$ cat src/rtl/fas_pkg.sv
// ----------------------------------------------------------------------------
// fas_pkg - shared definitions for the fader ADC smoothing block
// Widths, reset values, register indexes and the divider status type.
// ----------------------------------------------------------------------------
package fas_pkg;

    localparam int SAMPLE_W   = 12;
    localparam int COUNT_W    = 8;
    localparam int SUM_W      = 20;
    localparam int BYTE_W     = 8;
    localparam int CFG_IDX_W  = 4;
    localparam int CFG_DATA_W = 12;

    localparam logic [COUNT_W-1:0]  MIN_LEN         = 8'd3;
    localparam logic [COUNT_W-1:0]  RST_SAMPLE_CNT  = 8'd150;
    localparam logic [SAMPLE_W-1:0] RST_HYSTERESIS  = 12'd25;
    localparam logic [SAMPLE_W-1:0] RST_USABLE_MIN  = 12'd40;
    localparam logic [SAMPLE_W-1:0] RST_USABLE_MAX  = 12'd4020;
    localparam logic [SUM_W-1:0]    BYTE_MAX        = 20'd255;

    localparam logic [CFG_IDX_W-1:0] CFG_SAMPLE_COUNT = 4'd0;
    localparam logic [CFG_IDX_W-1:0] CFG_HYSTERESIS   = 4'd1;
    localparam logic [CFG_IDX_W-1:0] CFG_USABLE_MIN   = 4'd2;
    localparam logic [CFG_IDX_W-1:0] CFG_USABLE_MAX   = 4'd3;

    typedef struct packed {
        logic busy;
        logic done;
    } t_div_stat;

endpackage

$ cat src/rtl/fas_div.sv
// ----------------------------------------------------------------------------
// fas_div - shared restoring divider
// One quotient bit per cycle; done pulses with the quotient in place.
// ----------------------------------------------------------------------------
module fas_div #(
    parameter int DIVIDEND_W = 20,
    parameter int DIVISOR_W  = 12
) (
    input  logic                  i_clk,
    input  logic                  i_rst_n,
    input  logic                  i_start,
    input  logic [DIVIDEND_W-1:0] i_dividend,
    input  logic [DIVISOR_W-1:0]  i_divisor,
    output logic [DIVIDEND_W-1:0] o_quotient,
    output fas_pkg::t_div_stat    o_stat
);
    import fas_pkg::*;

    localparam int CNT_W = (DIVIDEND_W > 1) ? $clog2(DIVIDEND_W) : 1;
    localparam logic [CNT_W-1:0] LAST = CNT_W'(DIVIDEND_W - 1);

    logic                  r_busy, r_done;
    logic [CNT_W-1:0]      r_cnt;
    logic [DIVIDEND_W-1:0] r_quo;
    logic [DIVISOR_W-1:0]  r_rem, r_div;
    logic [DIVISOR_W:0]    rem_sh, trial;

    assign rem_sh = {r_rem, r_quo[DIVIDEND_W-1]};
    assign trial  = rem_sh - {1'b0, r_div};

    always_ff @(posedge i_clk) begin
        if (!i_rst_n) begin
            r_busy <= 1'b0;
            r_done <= 1'b0;
            r_cnt  <= '0;
        end else begin
            r_done <= 1'b0;
            if (i_start) begin
                r_busy <= 1'b1;
                r_cnt  <= '0;
            end else if (r_busy) begin
                r_cnt <= r_cnt + 1'b1;
                if (r_cnt == LAST) begin
                    r_busy <= 1'b0;
                    r_done <= 1'b1;
                end
            end
        end
    end

    always_ff @(posedge i_clk) begin
        if (i_start) begin
            r_quo <= i_dividend;
            r_rem <= '0;
            r_div <= i_divisor;
        end else if (r_busy) begin
            if (!trial[DIVISOR_W]) begin
                r_rem <= trial[DIVISOR_W-1:0];
                r_quo <= {r_quo[DIVIDEND_W-2:0], 1'b1};
            end else begin
                r_rem <= rem_sh[DIVISOR_W-1:0];
                r_quo <= {r_quo[DIVIDEND_W-2:0], 1'b0};
            end
        end
    end

    assign o_quotient  = r_quo;
    assign o_stat.busy = r_busy;
    assign o_stat.done = r_done;

`ifndef SYNTH
    a_start_idle: assert property (@(posedge i_clk) disable iff (!i_rst_n)
        i_start |-> !r_busy) else $error("divider started while busy");
    a_done_not_busy: assert property (@(posedge i_clk) disable iff (!i_rst_n)
        r_done |-> !r_busy) else $error("divider done while still busy");
    a_done_after_busy: assert property (@(posedge i_clk) disable iff (!i_rst_n)
        r_done |-> $past(r_busy)) else $error("divider done without a run");
`endif

endmodule

$ cat src/rtl/fader_adc_smoothing.sv
// ----------------------------------------------------------------------------
// fader_adc_smoothing - block-averaged fader filter with median, EMA, hold
// Averages blocks of ADC samples, mixes in a median of three, smooths with
// an alpha 1/8 EMA, holds against small moves and scales the result to a byte.
// ----------------------------------------------------------------------------
//
//  channel | handshake                  | payload
//  --------+----------------------------+-------------------------------------
//  in      | i_in_valid, o_in_stall     | i_sample
//  out     | o_out_valid, i_out_stall   | mean, median, smoothed, held, byte
//  cfg     | i_cfg_valid, o_cfg_ready   | i_cfg_index, i_cfg_data
//
// A beat that does not end a block is taken without a stall. A block-ending
// beat stalls the input while the shared divider runs for the mean, then for
// the byte scaling, each a 20-bit quotient, with the EMA, hold and scale steps
// between and the output step last; with no byte division only the mean runs.
// A result waits in the output register while new beats are taken, and only
// a second finished result holds the sequencer. Reset is synchronous.
//
module fader_adc_smoothing (
    input  logic                             i_clk,
    input  logic                             i_rst_n,
    input  logic                             i_in_valid,
    output logic                             o_in_stall,
    input  logic [fas_pkg::SAMPLE_W-1:0]     i_sample,
    output logic                             o_out_valid,
    input  logic                             i_out_stall,
    output logic [fas_pkg::SAMPLE_W-1:0]     o_block_average,
    output logic [fas_pkg::SAMPLE_W-1:0]     o_median_of_three,
    output logic [fas_pkg::SAMPLE_W-1:0]     o_smoothed,
    output logic [fas_pkg::SAMPLE_W-1:0]     o_held_value,
    output logic [fas_pkg::BYTE_W-1:0]       o_scaled_byte,
    input  logic                             i_cfg_valid,
    output logic                             o_cfg_ready,
    input  logic [fas_pkg::CFG_IDX_W-1:0]    i_cfg_index,
    input  logic [fas_pkg::CFG_DATA_W-1:0]   i_cfg_data
);
    import fas_pkg::*;

    // Sequencer states.
    localparam logic [2:0] S_IDLE    = 3'd0;
    localparam logic [2:0] S_DIV_AVG = 3'd1;
    localparam logic [2:0] S_EMA     = 3'd2;
    localparam logic [2:0] S_HOLD    = 3'd3;
    localparam logic [2:0] S_SCALE   = 3'd4;
    localparam logic [2:0] S_DIV_SC  = 3'd5;
    localparam logic [2:0] S_OUT     = 3'd6;

    // Configuration registers.
    logic [COUNT_W-1:0]  r_sample_count;
    logic [SAMPLE_W-1:0] r_hysteresis, r_usable_min, r_usable_max;

    // Filter state.
    logic [2:0]          r_state, n_state;
    logic [SUM_W-1:0]    r_sum;
    logic [COUNT_W-1:0]  r_idx;
    logic [SAMPLE_W-1:0] r_hist0, r_hist1, r_hist2;
    logic [SAMPLE_W-1:0] r_ema, r_held, r_avg, r_med;
    logic [BYTE_W-1:0]   r_scaled;
    logic                r_ema_seeded, r_held_seeded;

    // Output register.
    logic                r_out_valid;
    logic [SAMPLE_W-1:0] r_o_avg, r_o_med, r_o_ema, r_o_held;
    logic [BYTE_W-1:0]   r_o_byte;

    // Shared divider.
    logic                div_start;
    logic [SUM_W-1:0]    div_dividend, div_quotient;
    logic [SAMPLE_W-1:0] div_divisor;
    t_div_stat           div_stat;

    logic                in_take, block_end, out_load;
    logic [COUNT_W-1:0]  len, idx_next;
    logic [SUM_W-1:0]    sum_next;
    logic [SAMPLE_W-1:0] med_lo, med_hi, med_val;
    logic [SAMPLE_W:0]   mix_sum;
    logic [SAMPLE_W+2:0] ema_acc;
    logic [SAMPLE_W-1:0] mix, ema_next, diff, span, offset;
    logic                range_empty, below_min;

    assign o_cfg_ready = 1'b1;
    assign o_in_stall  = (r_state != S_IDLE);
    assign in_take     = i_in_valid && !o_in_stall;

    // Effective block length: short settings act as the minimum of three.
    assign len       = (r_sample_count < MIN_LEN) ? MIN_LEN : r_sample_count;
    assign sum_next  = r_sum + SUM_W'(i_sample);
    assign idx_next  = r_idx + 1'b1;
    assign block_end = (idx_next >= len);

    // Median of three as max(min(a,b), min(max(a,b),c)).
    assign med_lo  = (r_hist0 < r_hist1) ? r_hist0 : r_hist1;
    assign med_hi  = (r_hist0 < r_hist1) ? r_hist1 : r_hist0;
    assign med_val = (med_lo > ((med_hi < r_hist2) ? med_hi : r_hist2)) ? med_lo :
                     ((med_hi < r_hist2) ? med_hi : r_hist2);

    // The first mix seeds the EMA, so an unseeded update simply yields the mix.
    assign mix_sum  = {1'b0, r_med} + {1'b0, r_avg};
    assign mix      = mix_sum[SAMPLE_W:1];
    assign ema_acc  = {r_ema, 3'b000} - {3'b000, r_ema} + {3'b000, mix};
    assign ema_next = r_ema_seeded ? ema_acc[SAMPLE_W+2:3] : mix;

    assign diff = (r_ema > r_held) ? (r_ema - r_held) : (r_held - r_ema);

    assign range_empty = (r_usable_max <= r_usable_min);
    assign below_min   = (r_held <= r_usable_min);
    assign span        = r_usable_max - r_usable_min;
    assign offset      = r_held - r_usable_min;

    // The divider is loaded on the accepting beat for the mean and from the
    // scale step for the byte mapping, where offset*255 = offset*256 - offset.
    assign div_start    = (in_take && block_end) ||
                          (r_state == S_SCALE && !range_empty && !below_min);
    assign div_dividend = (r_state == S_SCALE) ?
                          ({offset, 8'h00} - SUM_W'(offset)) : sum_next;
    assign div_divisor  = (r_state == S_SCALE) ? span : SAMPLE_W'(len);

    fas_div #(
        .DIVIDEND_W (SUM_W),
        .DIVISOR_W  (SAMPLE_W)
    ) u_div (
        .i_clk      (i_clk),
        .i_rst_n    (i_rst_n),
        .i_start    (div_start),
        .i_dividend (div_dividend),
        .i_divisor  (div_divisor),
        .o_quotient (div_quotient),
        .o_stat     (div_stat)
    );

    assign out_load = (r_state == S_OUT) && (!r_out_valid || !i_out_stall);

    always_comb begin
        n_state = r_state;
        unique case (r_state)
            S_IDLE:    if (in_take && block_end) n_state = S_DIV_AVG;
            S_DIV_AVG: if (div_stat.done) n_state = S_EMA;
            S_EMA:     n_state = S_HOLD;
            S_HOLD:    n_state = S_SCALE;
            S_SCALE:   n_state = (range_empty || below_min) ? S_OUT : S_DIV_SC;
            S_DIV_SC:  if (div_stat.done) n_state = S_OUT;
            S_OUT:     if (out_load) n_state = S_IDLE;
            default:   n_state = S_IDLE;
        endcase
    end

    // Control state, configuration and filter state.
    always_ff @(posedge i_clk) begin
        if (!i_rst_n) begin
            r_state        <= S_IDLE;
            r_sample_count <= RST_SAMPLE_CNT;
            r_hysteresis   <= RST_HYSTERESIS;
            r_usable_min   <= RST_USABLE_MIN;
            r_usable_max   <= RST_USABLE_MAX;
            r_sum          <= '0;
            r_idx          <= '0;
            r_hist0        <= '0;
            r_hist1        <= '0;
            r_hist2        <= '0;
            r_ema          <= '0;
            r_ema_seeded   <= 1'b0;
            r_held         <= '0;
            r_held_seeded  <= 1'b0;
            r_out_valid    <= 1'b0;
        end else begin
            r_state <= n_state;
            if (i_cfg_valid && o_cfg_ready) begin
                unique case (i_cfg_index)
                    CFG_SAMPLE_COUNT: r_sample_count <= i_cfg_data[COUNT_W-1:0];
                    CFG_HYSTERESIS:   r_hysteresis   <= i_cfg_data;
                    CFG_USABLE_MIN:   r_usable_min   <= i_cfg_data;
                    CFG_USABLE_MAX:   r_usable_max   <= i_cfg_data;
                    default: ;
                endcase
            end
            if (in_take) begin
                r_hist0 <= r_hist1;
                r_hist1 <= r_hist2;
                r_hist2 <= i_sample;
                r_sum   <= block_end ? '0 : sum_next;
                r_idx   <= block_end ? '0 : idx_next;
            end
            if (r_state == S_EMA) begin
                r_ema        <= ema_next;
                r_ema_seeded <= 1'b1;
            end
            if (r_state == S_HOLD && (!r_held_seeded || diff > r_hysteresis)) begin
                r_held        <= r_ema;
                r_held_seeded <= 1'b1;
            end
            if (out_load) begin
                r_out_valid <= 1'b1;
            end else if (!i_out_stall) begin
                r_out_valid <= 1'b0;
            end
        end
    end

    // Datapath registers.
    always_ff @(posedge i_clk) begin
        if (r_state == S_DIV_AVG) begin
            r_med <= med_val;
            if (div_stat.done) begin
                r_avg <= div_quotient[SAMPLE_W-1:0];
            end
        end
        if (r_state == S_SCALE) begin
            r_scaled <= (range_empty || below_min) ? '0 : r_scaled;
        end
        if (r_state == S_DIV_SC && div_stat.done) begin
            r_scaled <= (div_quotient > BYTE_MAX) ? BYTE_MAX[BYTE_W-1:0] :
                        div_quotient[BYTE_W-1:0];
        end
        if (out_load) begin
            r_o_avg  <= r_avg;
            r_o_med  <= r_med;
            r_o_ema  <= r_ema;
            r_o_held <= r_held;
            r_o_byte <= r_scaled;
        end
    end

    assign o_out_valid       = r_out_valid;
    assign o_block_average   = r_o_avg;
    assign o_median_of_three = r_o_med;
    assign o_smoothed        = r_o_ema;
    assign o_held_value      = r_o_held;
    assign o_scaled_byte     = r_o_byte;

`ifndef SYNTH
    a_idle_div_free: assert property (@(posedge i_clk) disable iff (!i_rst_n)
        (r_state == S_IDLE) |-> !div_stat.busy)
        else $error("divider busy while sequencer idle");
    a_done_in_div_state: assert property (@(posedge i_clk) disable iff (!i_rst_n)
        div_stat.done |-> (r_state == S_DIV_AVG || r_state == S_DIV_SC))
        else $error("divider result outside a divide step");
    a_seed_order: assert property (@(posedge i_clk) disable iff (!i_rst_n)
        r_held_seeded |-> r_ema_seeded)
        else $error("held value seeded before the EMA");
    a_scale_checked: assert property (@(posedge i_clk) disable iff (!i_rst_n)
        (r_state == S_DIV_SC) |-> (!range_empty && !below_min))
        else $error("scaling divide with an empty or undershot range");
`endif

endmodule
$ cat config.mk
export PLATFORM = sky130hd
export DESIGN_NAME = fader_adc_smoothing
export DESIGN_NICKNAME = d
export VERILOG_FILES = /design/src/rtl/fas_pkg.sv /design/src/rtl/fas_div.sv /design/src/rtl/fader_adc_smoothing.sv
export SDC_FILE = /design/constraint.sdc
export NUM_CORES = 1
export LEC_CHECK = 0
export BUFFER_PORTS_ARGS = -buffer_cell sky130_fd_sc_hd__buf_4
export CAP_MARGIN = 20
export CORE_ASPECT_RATIO = 0.75
export CORE_MARGIN = 1.5
export CORE_UTILIZATION = 62
export DETAILED_ROUTE_END_ITERATION = 10
export HOLD_SLACK_MARGIN = 0.1
export MAX_ROUTING_LAYER = met4
export PLACE_DENSITY = 0.81
export SYNTH_ARGS = -nofsm -noshare
export SYNTH_HDL_FRONTEND = slang
export SYNTH_SLANG_ARGS = --single-unit
$ cat constraint.sdc
create_clock -name i_clk -period 6.7 [get_ports i_clk]
set_clock_uncertainty 0.05 [all_clocks]
set_input_delay 0.335 -clock i_clk [delete_from_list [all_inputs] [get_ports i_clk]]
set_output_delay 0.335 -clock i_clk [all_outputs]
set_load 0.005 [all_outputs]
Yosys cells after proc, flatten, opt, wreduce, memory -nomap -nowiden
Index checks and enable logic that the tools add are counted.
Widths: inputs -> output; s select.
{ "word_totals": {"elab_cells": 132, "inputBits": 33, "ff_bits": 277, "output_inout_bits": 59} }
{ "classes": {"n_eq_ne": 15, "reduce_logical": 32, "mux": 31, "bitwise": 2, "n_addsub": 12, "n_lt_le_gt_ge": 10} }
{ "op_table": {"columns": ["cell", "n"], "rows": [
  ["$mux 12", 7],
  ["$mux 20", 4],
  ["$mux 8", 7],
  ["$sub 12x12->12", 4],
  ["$gt 12x12->1", 3],
  ["$le 12x12->1", 2],
  ["$lt 12x12->1", 2],
  ["$pmux 3 s7", 1],
  ["$add 20x12->20", 1],
  ["$gt 20x8->1 const B", 1],
  ["$sub 20x12->20", 1],
  ["$add 15x12->15", 1],
  ["$sub 15x12->15", 1],
  ["$add 12x12->13", 1],
  ["$sub 13x12->13", 1],
  ["$mux 3", 4],
  ["$reduce_and 2->1", 6],
  ["$eq 3x3->1 const B", 3],
  ["$add 8x1->8 const B", 1],
  ["$eq 4x2->1 const B", 2],
  ["$ge 8x8->1", 1],
  ["$lt 8x2->1 const B", 1],
  ["$logic_and 1x1->1", 7],
  ["$mux 1", 7],
  ["other kinds (18)", 33]
]} }

Longest topological paths before layout
Gate-level depths: netlist of run 1.
{ "logic_depth": {"ltp_word": 6, "mapped_depth": 29, "mapped_depth_nobuf": 26} }

Hierarchy
From an unflattened synthesis of run 1, not the netlist that was laid out.
{ "hier_totals": {"hier_cells": 1906, "area_unflattened_um2": 17330.4} }
{ "by_module_without_submodules": {"columns": ["module", "seq_area_each_um2", "area_per_inst_um2", "n_inst", "cells_per_inst"], "rows": [
  ["fader_adc_smoothing", 5405.2, 14538.9, 1, 1640],
  ["fas_div", 1341.3, 2791.4, 1, 266]
]} }

Worst setup path after synthesis of run 1
OpenSTA, ideal clock, no wires.
{ "synth_timing": {"path_kind": "reg-to-reg", "start": "reg r_hist1[6]", "end": "reg r_med[6] (data pin)", "stages_incl_launch_ff": 28, "arrival_ns": 5.646, "period_less_slack_ns": 5.962, "setup_time_ns": 0.266, "path_buffers": 4, "setup_slack_ns": 0.738, "required_ns": 6.384, "cell_sequence": "dfxtp_1 inv_1 ha_1 and4_1 o2bb2ai_1 a31oi_1 a21oi_1 nor2_2 buf_2 mux2_2 ha_1 a211oi_2 o21bai_1 a211oi_2 o31ai_1 or4b_1 o211a_1 buf_6 buf_12 mux2i_2 ha_1 a21o_1 a21o_1 a21oi_1 or2_2 a31oi_1 clkbuf_1 o21ai_1"} }
{ "synth_between": {"elab_chain_cells": 6, "elab_cells_between_ends": 7, "classes_between": "3 x order compare; 4 x mux"} }
{ "synth_lines": {"columns": ["element", "line", "text"], "rows": [
  ["start, declared", "fader_adc_smoothing.sv:57", "logic [SAMPLE_W-1:0] r_hist0, r_hist1, r_hist2;"],
  ["start signal, assigned", "fader_adc_smoothing.sv:179", "r_hist1 <= r_hist2;"],
  ["$lt 12x12->1", "fader_adc_smoothing.sv:93, fader_adc_smoothing.sv:94", null],
  ["$mux 12", "fader_adc_smoothing.sv:94", "assign med_hi = (r_hist0 < r_hist1) ? r_hist1 : r_hist0;"],
  ["$lt 12x12->1", "fader_adc_smoothing.sv:95, fader_adc_smoothing.sv:96", null],
  ["$mux 12", "fader_adc_smoothing.sv:95, fader_adc_smoothing.sv:96", null],
  ["$gt 12x12->1", "fader_adc_smoothing.sv:95", "assign med_val = (med_lo > ((med_hi < r_hist2) ? med_hi : r_hist2)) ? med_lo :"],
  ["$mux 12 *", "fader_adc_smoothing.sv:95", null],
  ["via med_val[6]", "fader_adc_smoothing.sv:76", "logic [SAMPLE_W-1:0] med_lo, med_hi, med_val;"],
  ["end signal, assigned", "fader_adc_smoothing.sv:203", "r_med <= med_val;"],
  ["end, declared", "fader_adc_smoothing.sv:58", "logic [SAMPLE_W-1:0] r_ema, r_held, r_avg, r_med;"]
]} }
Mark *: on every way through the listed nets, which the timed path passes. The rest lies on a longest branch.
A chain may end at the register's enable or synchronous reset.

Final worst setup path of run 1
{ "layout_timing": {"start": "reg r_hist1[5]", "end": "reg r_med[6] (data pin)"} }
Same word-level chain as after synthesis.

==> impl_metrics.toml, run 1 <==
[outcome]
status = "completed"

[synth]
yosys.area_share.adder = 0.133
synth_seq_cells = 277
ys.flop_type = "dfxtp_1"
synth_compound_area_frac = 0.161
synth-xor-area-share = 0.0447
synth-simple-area-share = 0.154
synth_edf_count = 120
yosys-top-cells-count = "215 x nand2_1, 157 x dfxtp_1, 157 x ha_1"
synth_cells = 1852
post-synth-top-count-cell = "nand2_1"
synth_area_um2 = 17200
synth_top_area_share = 0.209
yosysUniqueCellTypes = 88
syn_area_per_cell_um2 = 9.30
synth_top_family_by_area = "compound AO/OA/AOI/OAI gates"
async_flop_share = 0
syn_nets = 2058
ys_seq_area_frac = 0.392
yosys-mux-area-fraction = 0.0689
yosysTopAreaCell = "edfxtp_1"
yosysWarningCount = 0
synth.area.top_cells = "edfxtp_1 21%, dfxtp_1 18%, ha_1 11%"

[placement]
port-buffer-count = 90
gp_congestion = 0.961
placed_area_um2 = 18100
dp_cells = 2233
dp_hpwl_um = 32600

[setup_path]
r2r_end = "r_med[6]"
path_class = "flop to flop"
required_ns = 6.95
path_max_fanout = 22
cp-start-kind = "flop"
rr_worst_depth = 24
crit_arrival_ns = 6.41
r2r_start = "r_hist1[5]"
r2r_setup_slack_ns = 0.54
cp-end-kind = "flop"

[timing]
period_needed_ns = 6.16
min_period_over_period = 0.919
drv_slew = 0
hold_viol_final = 0
fmax_mhz = 162
finalSetupViolCount = 0
setup_tns_ns = 0
rsz0062_at_grt = "no"
tightest_slew_ns = 1.05
max_slew_margin = 0.295

[detailed_routing]
first_pass_iters = 7
wl_um = 44300
wl_per_cell_um = 19.1
antenna_left = 0
drcViolationCount = 0
dr_total_vias = 14100
viasPerCell = 6.08
drt-initial-drc-count = 1255

[clock_network]
cts_root_buffer = "clkbuf_16"
clock_sinks = 277
cts_made_buffers = 28
cts_tree = "yes"
insertion_delay_ns = 0.56
clk_pin_slew_ns = 0.07
htree_levels = 1
max-clock-path-buffers = 3
postCtsSetupBuffers = 0

[layout]
layout-drive-gt1-share = 0.118
finish.net_count = 2148
fin_area_um2 = 19400
insertedDiodeCount = 0
area_delta_synth_final_pct = 12.6
fill_cells = 2030
stdcell_count = 2315

[global_route]
grt_overflow = 0
grt_use_total = 0.312
grt_pass1_vias = 13100
antenna_found_initial = 0
grt_max_degree = 71
grt_pass1_wl_um = 69600

[floorplanning]
die_w_um = 195
initial_core_util = 0.635
die_y_um = 147
pin_count = 92
core_area_um2 = 27100
rows = 52
dieArea_um2 = 28800

[worst_hold_path]
whs_path_depth = 4
min_from = "i_cfg_index[1]"
worstHoldEndpoint = "r_sample_count[7]"
hold_class = "input port to flop"

[power]
vdd_drop_max_mv = 0.209
p_leak_nw = 7.98
powerDensity_nw_per_um2 = 275

[run]
maxCapViolCount = 0
## critical path, stage by stage, from the launching register on
cell and delay (ns):
dfxtp_1 0.40, inv_1 0.06, ha_1 0.29, and4_1 0.21
o2bb2ai_1 0.12, a31oi_1 0.14, a21oi_1 0.19, nor2_4 0.30
buf_4 0.31, mux2_2 0.41, ha_1 0.30, a211oi_1 0.26
nand2_1 0.12, nor2_1 0.09, or4b_1 0.44, o211a_1 0.38
mux2i_2 0.27, ha_1 0.34, a21o_1 0.12, a21o_1 0.11
a21oi_1 0.06, or2_2 0.27, a31oi_1 0.28, buf_4 0.29
o21ai_1 0.11
## where the power goes
part	switching, mW	total, mW	internal [mW]
registers	0.0869	1.92	1.83
logic	1.02	1.79	0.771
clock network	0.699	1.64	0.939
total	1.80	5.34	3.54
## final cells by class
class	instances	area, µm²	share of cell area
multi-input cells	1375	9680	0.499
flip-flops and latches	277	6750	0.348
repair buffers	134	1090	0.0562
clock buffers	35	810	0.0417
inverters	126	474	0.0244
well taps	351	439	0.0226
clock inverters	17	158	0.00813
## worst max path at each step
| stage | depth (start not counted) | endpoint | start |
|---|---|---|---|
| after floorplan | 27 | r_med[6] | r_hist1[6] |
| after global placement | 22 | r_med[9] | r_hist1[7] |
| after detailed placement | 22 | r_med[6] | r_hist1[7] |
| after CTS | 22 | r_med[6] | r_hist1[7] |
| after global routing | 22 | r_med[6] | r_hist1[7] |
| final | 24 | r_med[6] | r_hist1[5] |
## routing by layer
layer  part of all wire  up-vias  GRT usage  wire length (µm)
li1                   -     6805          -                 -
met1               0.47     6654      0.453             20700
met2               0.44      536      0.462             19400
met3              0.077       72     0.0457              3400
met4              0.019        0     0.0733               849
met5                  0        -          -                 0
## cells in the final DEF, fill, tap and decap left out, drive strengths merged, types with 17 or more instances in the layout
cell and n:
dlygate4sd3 29, edfxtp 120, a21o 34, nand2 215, nand4 17, a21oi 149, o21ai 80, nor3 30
nand3 42, xnor2 54, xor2 34, a31oi 24, a211oi 25, inv 127, nor2b 19, o211ai 17
ha 157, buf 105, nor2 147, dfxtp 157, o21a 26, mux2 32, mux2i 80, clkbuf 35
## logic make-up (layout without fill, tap and decap cells)
group	Yosys count	in the layout
buf+inv	200	312
simple gates	569	569
xor+xnor	88	88
other cells	1	1
flops	277	277
compound gates	432	432
fa+ha+maj	173	173
mux	112	112
## metrics by stage
stage | power [mW] | setup slack (ns) | utilization | hold slack (ns)
after floorplan | 3.32 | 0.738 | - | 0.350
after global placement | 3.63 | 0.611 | 0.668 | 0.354
after detailed placement | 3.69 | 0.491 | 0.668 | 0.357
after CTS | 5.33 | 0.460 | 0.714 | 0.233
after global routing | 5.61 | 0.0555 | 0.715 | 0.251
final | 5.34 | 0.544 | 0.715 | 0.242
## repair_timing
item                                   in CTS  in global routing
hold buffers                               29                  0
endpoints found under the hold margin      57                  0
setup endpoints to repair                   0                 12
resized for setup                           0                  1
Power figures use the tool's default switching activity.
==> inputs of run 2 (changes only) <==
--- a/config.mk
+++ b/config.mk
@@ -14,6 +14,8 @@
 export HOLD_SLACK_MARGIN = 0.1
 export MAX_ROUTING_LAYER = met4
 export PLACE_DENSITY = 0.81
+export RECOVER_POWER = 25
 export SYNTH_ARGS = -nofsm -noshare
 export SYNTH_HDL_FRONTEND = slang
 export SYNTH_SLANG_ARGS = --single-unit
+export TNS_END_PERCENT = 20
==> constraint.sdc (replaced) <==
create_clock -name i_clk -period 6.7 [get_ports i_clk]
set_clock_uncertainty 0.05 [all_clocks]
set_input_delay 0.335 -clock i_clk [delete_from_list [all_inputs] [get_ports i_clk]]
set_output_delay 0.335 -clock i_clk [all_outputs]
set_load 0.01 [all_outputs]
==> run 2 against run 1 <==
  * Via count is 0.26% higher
  * Core utilization decreased by 0.44 points
  * Fmax down 0.27%
  * Final area decreased by 0.62%
  * Die area did not move
  * Setup slack got worse by 0.017 ns
  * Clock power barely moved
  * Count of clock-buffer cells in the layout is the same
  * Cell count stayed put
  * Routed wire length increased by 0.15%
  * Worst hold slack gained 0.0022 ns
  * Critical path type unchanged
  * Largest cell class unchanged
  * Largest power group unchanged
==> impl_metrics.toml, run 2 (synthesized netlist as in run 1, its figures left out) <==
[setup_path]
r2r_end = "r_med[6]"
cp-end-kind = "flop"
cpPeakStageDelay_ns = 0.44
r2r_setup_slack_ns = 0.53
critical-path-top-delay-family = "compound AO/OA/AOI/OAI gates"
required_ns = 6.95
path_cells = "inv_1, ha_1, and4_1, o2bb2ai_1, a31oi_1, a21oi_1, nor2_4, buf_4, mux2_2, ha_1, a211oi_1, nand2_1, nor2_1, or4b_1, o211a_1, mux2i_2, ha_1, a21o_1, a21o_1, a21oi_1, or2_2, a31oi_1, buf_4, o21ai_1"
path_class = "flop to flop"
critPathLaunch = "r_hist1[5]"
crit_path_frequent_cell = "ha_1"
worst-path-buf-inv = 3
crit_arrival_ns = 6.42
rr_worst_depth = 24
cp-endpoint = "r_med[6]"
cp.depth = 24
path_max_fanout = 22
r2r_start = "r_hist1[5]"
cp-start-kind = "flop"
slowest_stage = "or4b_1"

[power]
vdd_drop_max_mv = 0.210
p_leak_nw = 7.87
power.internal_mw = 3.54
comb_power_share = 0.334
powerDensity_nw_per_um2 = 277
pwr-share-seq = 0.360
switching_share = 0.337
clkPwrFrac = 0.306
p_sw_mw = 1.80

[timing]
tightest_slew_ns = 1.43
fmax_mhz = 162
min_period_over_period = 0.921
setup_tns_ns = 0
max_slew_margin = 0.0478
finalSetupViolCount = 0
rsz0062_at_grt = "no"
drv_slew = 0
hold_viol_final = 0
period_needed_ns = 6.17

[floorplanning]
die_y_um = 147
dieArea_um2 = 28800
initial_core_util = 0.635
rows = 52
core_area_um2 = 27100
die_w_um = 195
pin_count = 92

[worst_hold_path]
hold_class = "input port to flop"

[placement]
gp_congestion = 0.961
dp_cells = 2233
placed_area_um2 = 18100
dp_hpwl_um = 32600
port-buffer-count = 90

[detailed_routing]
first_pass_iters = 5
drcViolationCount = 0
antenna_left = 0
drt-initial-drc-count = 1296
wl_um = 44400
viasPerCell = 6.09
wl_per_cell_um = 19.2
dr_total_vias = 14100

[global_route]
grt_pass1_vias = 13100
grt_max_degree = 71
grt_pass1_wl_um = 69600
grt_overflow = 0
grt_use_total = 0.312
antenna_found_initial = 0

[clock_network]
postCtsSetupBuffers = 0
cts_root_buffer = "clkbuf_16"
htree_levels = 1
cts_made_buffers = 28
clk_pin_slew_ns = 0.07
max-clock-path-buffers = 3
insertion_delay_ns = 0.56
clock_sinks = 277
cts_tree = "yes"

[layout]
area_delta_synth_final_pct = 11.9
insertedDiodeCount = 0
final_common_cell = "nand2_1"
finish.net_count = 2148
final_util = 0.711
mostFrequentLayoutCells = "214 x nand2_1, 157 x ha_1, 157 x dfxtp_1, 146 x nor2_1, 146 x a21oi_1"
layout-drive-gt1-share = 0.101
fill_cells = 2056
fin_area_um2 = 19300
multi_input_area_um2 = 9680
register_area_um2 = 6750
stdcell_count = 2315

[run]
maxCapViolCount = 0

[outcome]
status = "completed"
run 2: cell count changes in the layout (fill, tap and decap cells not counted):
cell	change
buf_4	-32
clkbuf_1	+32
run 2: layout make-up:
type,count,area share
clock buffer,35,0.0420
clock inverter,17,0.00818
inverter,126,0.0246
multi-input combinational,1375,0.502
sequential,277,0.350
tap,351,0.0228
timing repair buffer,134,0.0504
run 2: worst min-delay path: stages:
cell,delay [ns]
buf_4,0.09
nor3_1,0.05
buf_4,0.18
o211ai_1,0.16
run 2: per-layer routing:
| layer | track usage | wire, µm | vias up | part of all wire |
|---|---|---|---|---|
| met2 | 0.462 | 19400 | 509 | 0.44 |
| met4 | 0.0733 | 802 | 0 | 0.018 |
| met3 | 0.0457 | 3220 | 66 | 0.073 |
| met5 | - | 0 | - | 0 |
| met1 | 0.453 | 20900 | 6718 | 0.47 |
| li1 | - | - | 6810 | - |
run 2: worst min-delay path by stage:
stage / start / to / cells after the start
after floorplan: r_scaled[0] / o_scaled_byte[0] / 0
after global placement: r_scaled[5] / o_scaled_byte[5] / 0
after detailed placement: r_scaled[3] / o_scaled_byte[3] / 0
after CTS: i_cfg_index[1] / r_sample_count[7] / 4
after global routing: i_in_valid / r_state[0] / 4
final: i_cfg_index[1] / r_sample_count[7] / 4
run 2: what timing repair did:
item,4_1_cts,5_1_grt
resized for setup,0,1
hold endpoints to repair,57,0
hold buffers,29,0
setup endpoints to repair,0,12
run 2: metrics by stage:
| step | power (mW) | hold slack [ns] | setup slack (ns) |
|---|---|---|---|
| 2_1_floorplan | 3.32 | 0.350 | 0.738 |
| 3_3_place_gp | 3.63 | 0.354 | 0.611 |
| 3_5_place_dp | 3.69 | 0.357 | 0.491 |
| 4_1_cts | 5.33 | 0.233 | 0.460 |
| 5_1_grt | 5.61 | 0.251 | 0.0555 |
| 6_report | 5.34 | 0.245 | 0.527 |
run 2: power groups by stage:
stage	registers (mW)	logic, mW	clock network, mW
CTS	1.92	1.76	1.65
global placement	1.95	1.68	0
floorplan	1.92	1.41	0
global route	1.93	1.97	1.71
detailed placement	1.96	1.73	0
finish	1.92	1.79	1.64
==> inputs of run 3 (changes only) <==
--- a/config.mk
+++ b/config.mk
@@ -5,6 +5,7 @@
 export SDC_FILE = /design/constraint.sdc
 export NUM_CORES = 1
 export LEC_CHECK = 0
+export ABC_AREA = 1
 export BUFFER_PORTS_ARGS = -buffer_cell sky130_fd_sc_hd__buf_4
 export CAP_MARGIN = 20
 export CORE_ASPECT_RATIO = 0.75
==> run 3 against run 2 <==
  * The flow now finishes with violations (capacitance limit, slew limit)
  * First-iteration DRC count is 9.5% higher
  * Core utilization is 0.30 points higher
  * Worst hold slack worse by 0.11 ns
  * Clock power hardly changed
  * Final area is 0.90% higher
  * Global-route usage is 2.3 points higher
  * Count of clock-buffer cells in the layout is 7 higher
  * Sequential share of layout area is 0.31 points lower
  * Total power is 93% higher
  * Sequential cell count stayed put
  * Largest power group is now combinational cells
==> impl_metrics.toml, run 3 <==
[outcome]
status = "complete, but fails checks"
violations = "capacitance limit, slew limit"

[clock_network]
clk_pin_slew_ns = 0.06
cts_resized = 0
cts_root_buffer = "clkbuf_16"
postCtsSetupBuffers = 0
max-clock-path-buffers = 3
holdBufCountCts = 26
cts_made_buffers = 28
cts_tree = "yes"
insertion_delay_ns = 0.56
clock_sinks = 277
htree_levels = 1

[synth]
yosysTopAreaCell = "edfxtp_1"
yosys-top-cells-count = "506 x nand2_1, 293 x inv_1, 212 x a21oi_1"
synth.area.top_cells = "edfxtp_1 21%, dfxtp_1 18%, ha_1 11%"
syn_area_per_cell_um2 = 7.73
ys_seq_area_frac = 0.388
ys.flop_type = "dfxtp_1"
yosysWarningCount = 0
synth-xor-area-share = 0.0347
synth_top_area_share = 0.207
synth_cells = 2248
yosys-mux-area-fraction = 0
syn_nets = 2454
yosysUniqueCellTypes = 50
synth_compound_area_frac = 0.157
synth_top_family_by_area = "simple AND/OR/NAND/NOR gates"
yosys.area_share.adder = 0.132
synth-simple-area-share = 0.208
synth_seq_cells = 277
async_flop_share = 0
synth_edf_count = 120
post-synth-top-count-cell = "nand2_1"
synth_area_um2 = 17400

[setup_path]
cpPeakStageDelay_ns = 0.45
cp-start-kind = "flop"
slowest_stage = "nand2_1"
crit_path_frequent_cell = "nand2_1"
required_ns = 6.95
crit_arrival_ns = 5.89
cp-end-kind = "flop"
path_max_fanout = 25
path_class = "flop to flop"

[layout]
mostFrequentLayoutCells = "505 x nand2_1, 294 x inv_1, 211 x a21oi_1, 188 x o21ai_0"
area_delta_synth_final_pct = 12.0
stdcell_count = 2708
finish.net_count = 2541
final_common_cell = "nand2_1"
layout-drive-gt1-share = 0.0662

[placement]
gp_congestion = 0.986
dp_hpwl_um = 36100
port-buffer-count = 90
dp_cells = 2629

[power]
p_sw_mw = 5.00
pwr-share-seq = 0.227
clkPwrFrac = 0.160
vdd_drop_max_mv = 0.308
comb_power_share = 0.613
power.internal_mw = 5.28
switching_share = 0.487
powerDensity_nw_per_um2 = 529
p_leak_nw = 8.76

[timing]
max_slew_margin = -0.479
setup_tns_ns = 0
tightest_slew_ns = 2.22
rsz0062_at_grt = "no"
fmax_mhz = 177
min_period_over_period = 0.842
drv_slew = 145
finalSetupViolCount = 0
period_needed_ns = 5.64
hold_viol_final = 0

[detailed_routing]
wl_per_cell_um = 17.6
first_pass_iters = 5
wl_um = 47600
drt-initial-drc-count = 1419
viasPerCell = 5.75
antenna_left = 0
drcViolationCount = 0
dr_total_vias = 15600

[floorplanning]
core_area_um2 = 27300
initial_core_util = 0.637
pin_count = 92
rows = 52
dieArea_um2 = 29000
die_y_um = 148
die_w_um = 196

[global_route]
grt_max_degree = 103
antenna_found_initial = 1
grt_pass1_wl_um = 74800
grt_overflow = 0
grt_pass1_vias = 14100
grt_use_total = 0.336

[worst_hold_path]
hold_class = "input port to flop"

[run]
maxCapViolCount = 3
-- run 3: changes by cell type after synthesis, moves of 15 or more --
cell,change
a211oi_1,-15
a21o_1,-24
a21oi_1,+65
inv_1,+169
mux2_2,-31
mux2i_1,-73
nand2_1,+291
nand3_1,+88
nor2b_1,-18
o21a_1,-25
o21ai_0,+124
xnor2_1,-37
xor2_1,+16
-- run 3: cell type report --
class,count,area [µm²]
Sequential cell,277,6750
Clock buffer,42,867
Inverter,297,1110
Clock inverter,9,104
Antenna cell,1,2.50
Multi-Input combinational cell,1607,9240
Timing Repair Buffer,124,947
Tap cell,351,439
Fill cell,2213,7800
-- run 3: kinds of logic after synthesis --
logic type / count (synthesis)
buf+inv: 364
simple gates: 865
fa+ha+maj: 173
other cells: 1
flops: 277
compound gates: 500
xor+xnor: 68
-- run 3: critical path: cells and delay by family, from the launching register on --
kind	cells	cell delay, ns
and+or+nand+nor	13	1.72
adders and majority gates	3	0.90
buffers and inverters	7	1.03
DFF	1	0.35
AOI/OAI and AO/OA	6	1.32
-- run 3: metrics by stage --
step | setup slack (ns) | util | hold WS, ns | power (mW) | area [µm²]
after floorplan | 2.28 | - | 0.350 | 7.00 | 17400
after global placement | 1.40 | 0.670 | 0.353 | 8.36 | 18300
after detailed placement | 1.18 | 0.670 | 0.356 | 8.47 | 18300
after CTS | 1.12 | 0.715 | 0.131 | 10.2 | 19500
after global routing | 0.435 | 0.714 | 0.162 | 11.2 | 19500
final | 1.06 | 0.714 | 0.133 | 10.3 | 19500
-- run 3: worst paths after layout --
kind              cells after the start            from                to  slack [ns]
hold reg to reg                       0     r_scaled[3]  o_scaled_byte[3]        0.37
setup reg to reg                     29     r_hist1[11]          r_med[3]        1.06
setup / recovery                     29     r_hist1[11]          r_med[3]        1.06
hold / removal                        5  i_cfg_index[0]   r_usable_max[7]        0.13
-- run 3: power by group through the flow --
stage	Sequential (mW)	Combinational [mW]	Clock, mW
after floorplan	2.29	4.71	0
after global placement	2.36	6.00	0
after detailed placement	2.37	6.11	0
after CTS	2.33	6.18	1.66
after global routing	2.36	7.16	1.72
final	2.34	6.30	1.64
-- run 3: metal layers --
| layer | wire length (µm) | global-route usage | up-vias |
|---|---|---|---|
| met1 | 23000 | 0.503 | 7226 |
| met2 | 19700 | 0.479 | 594 |
| li1 | - | - | 7695 |
| met5 | 0 | - | - |
| met4 | 709 | 0.0515 | 0 |
| met3 | 4100 | 0.0616 | 65 |
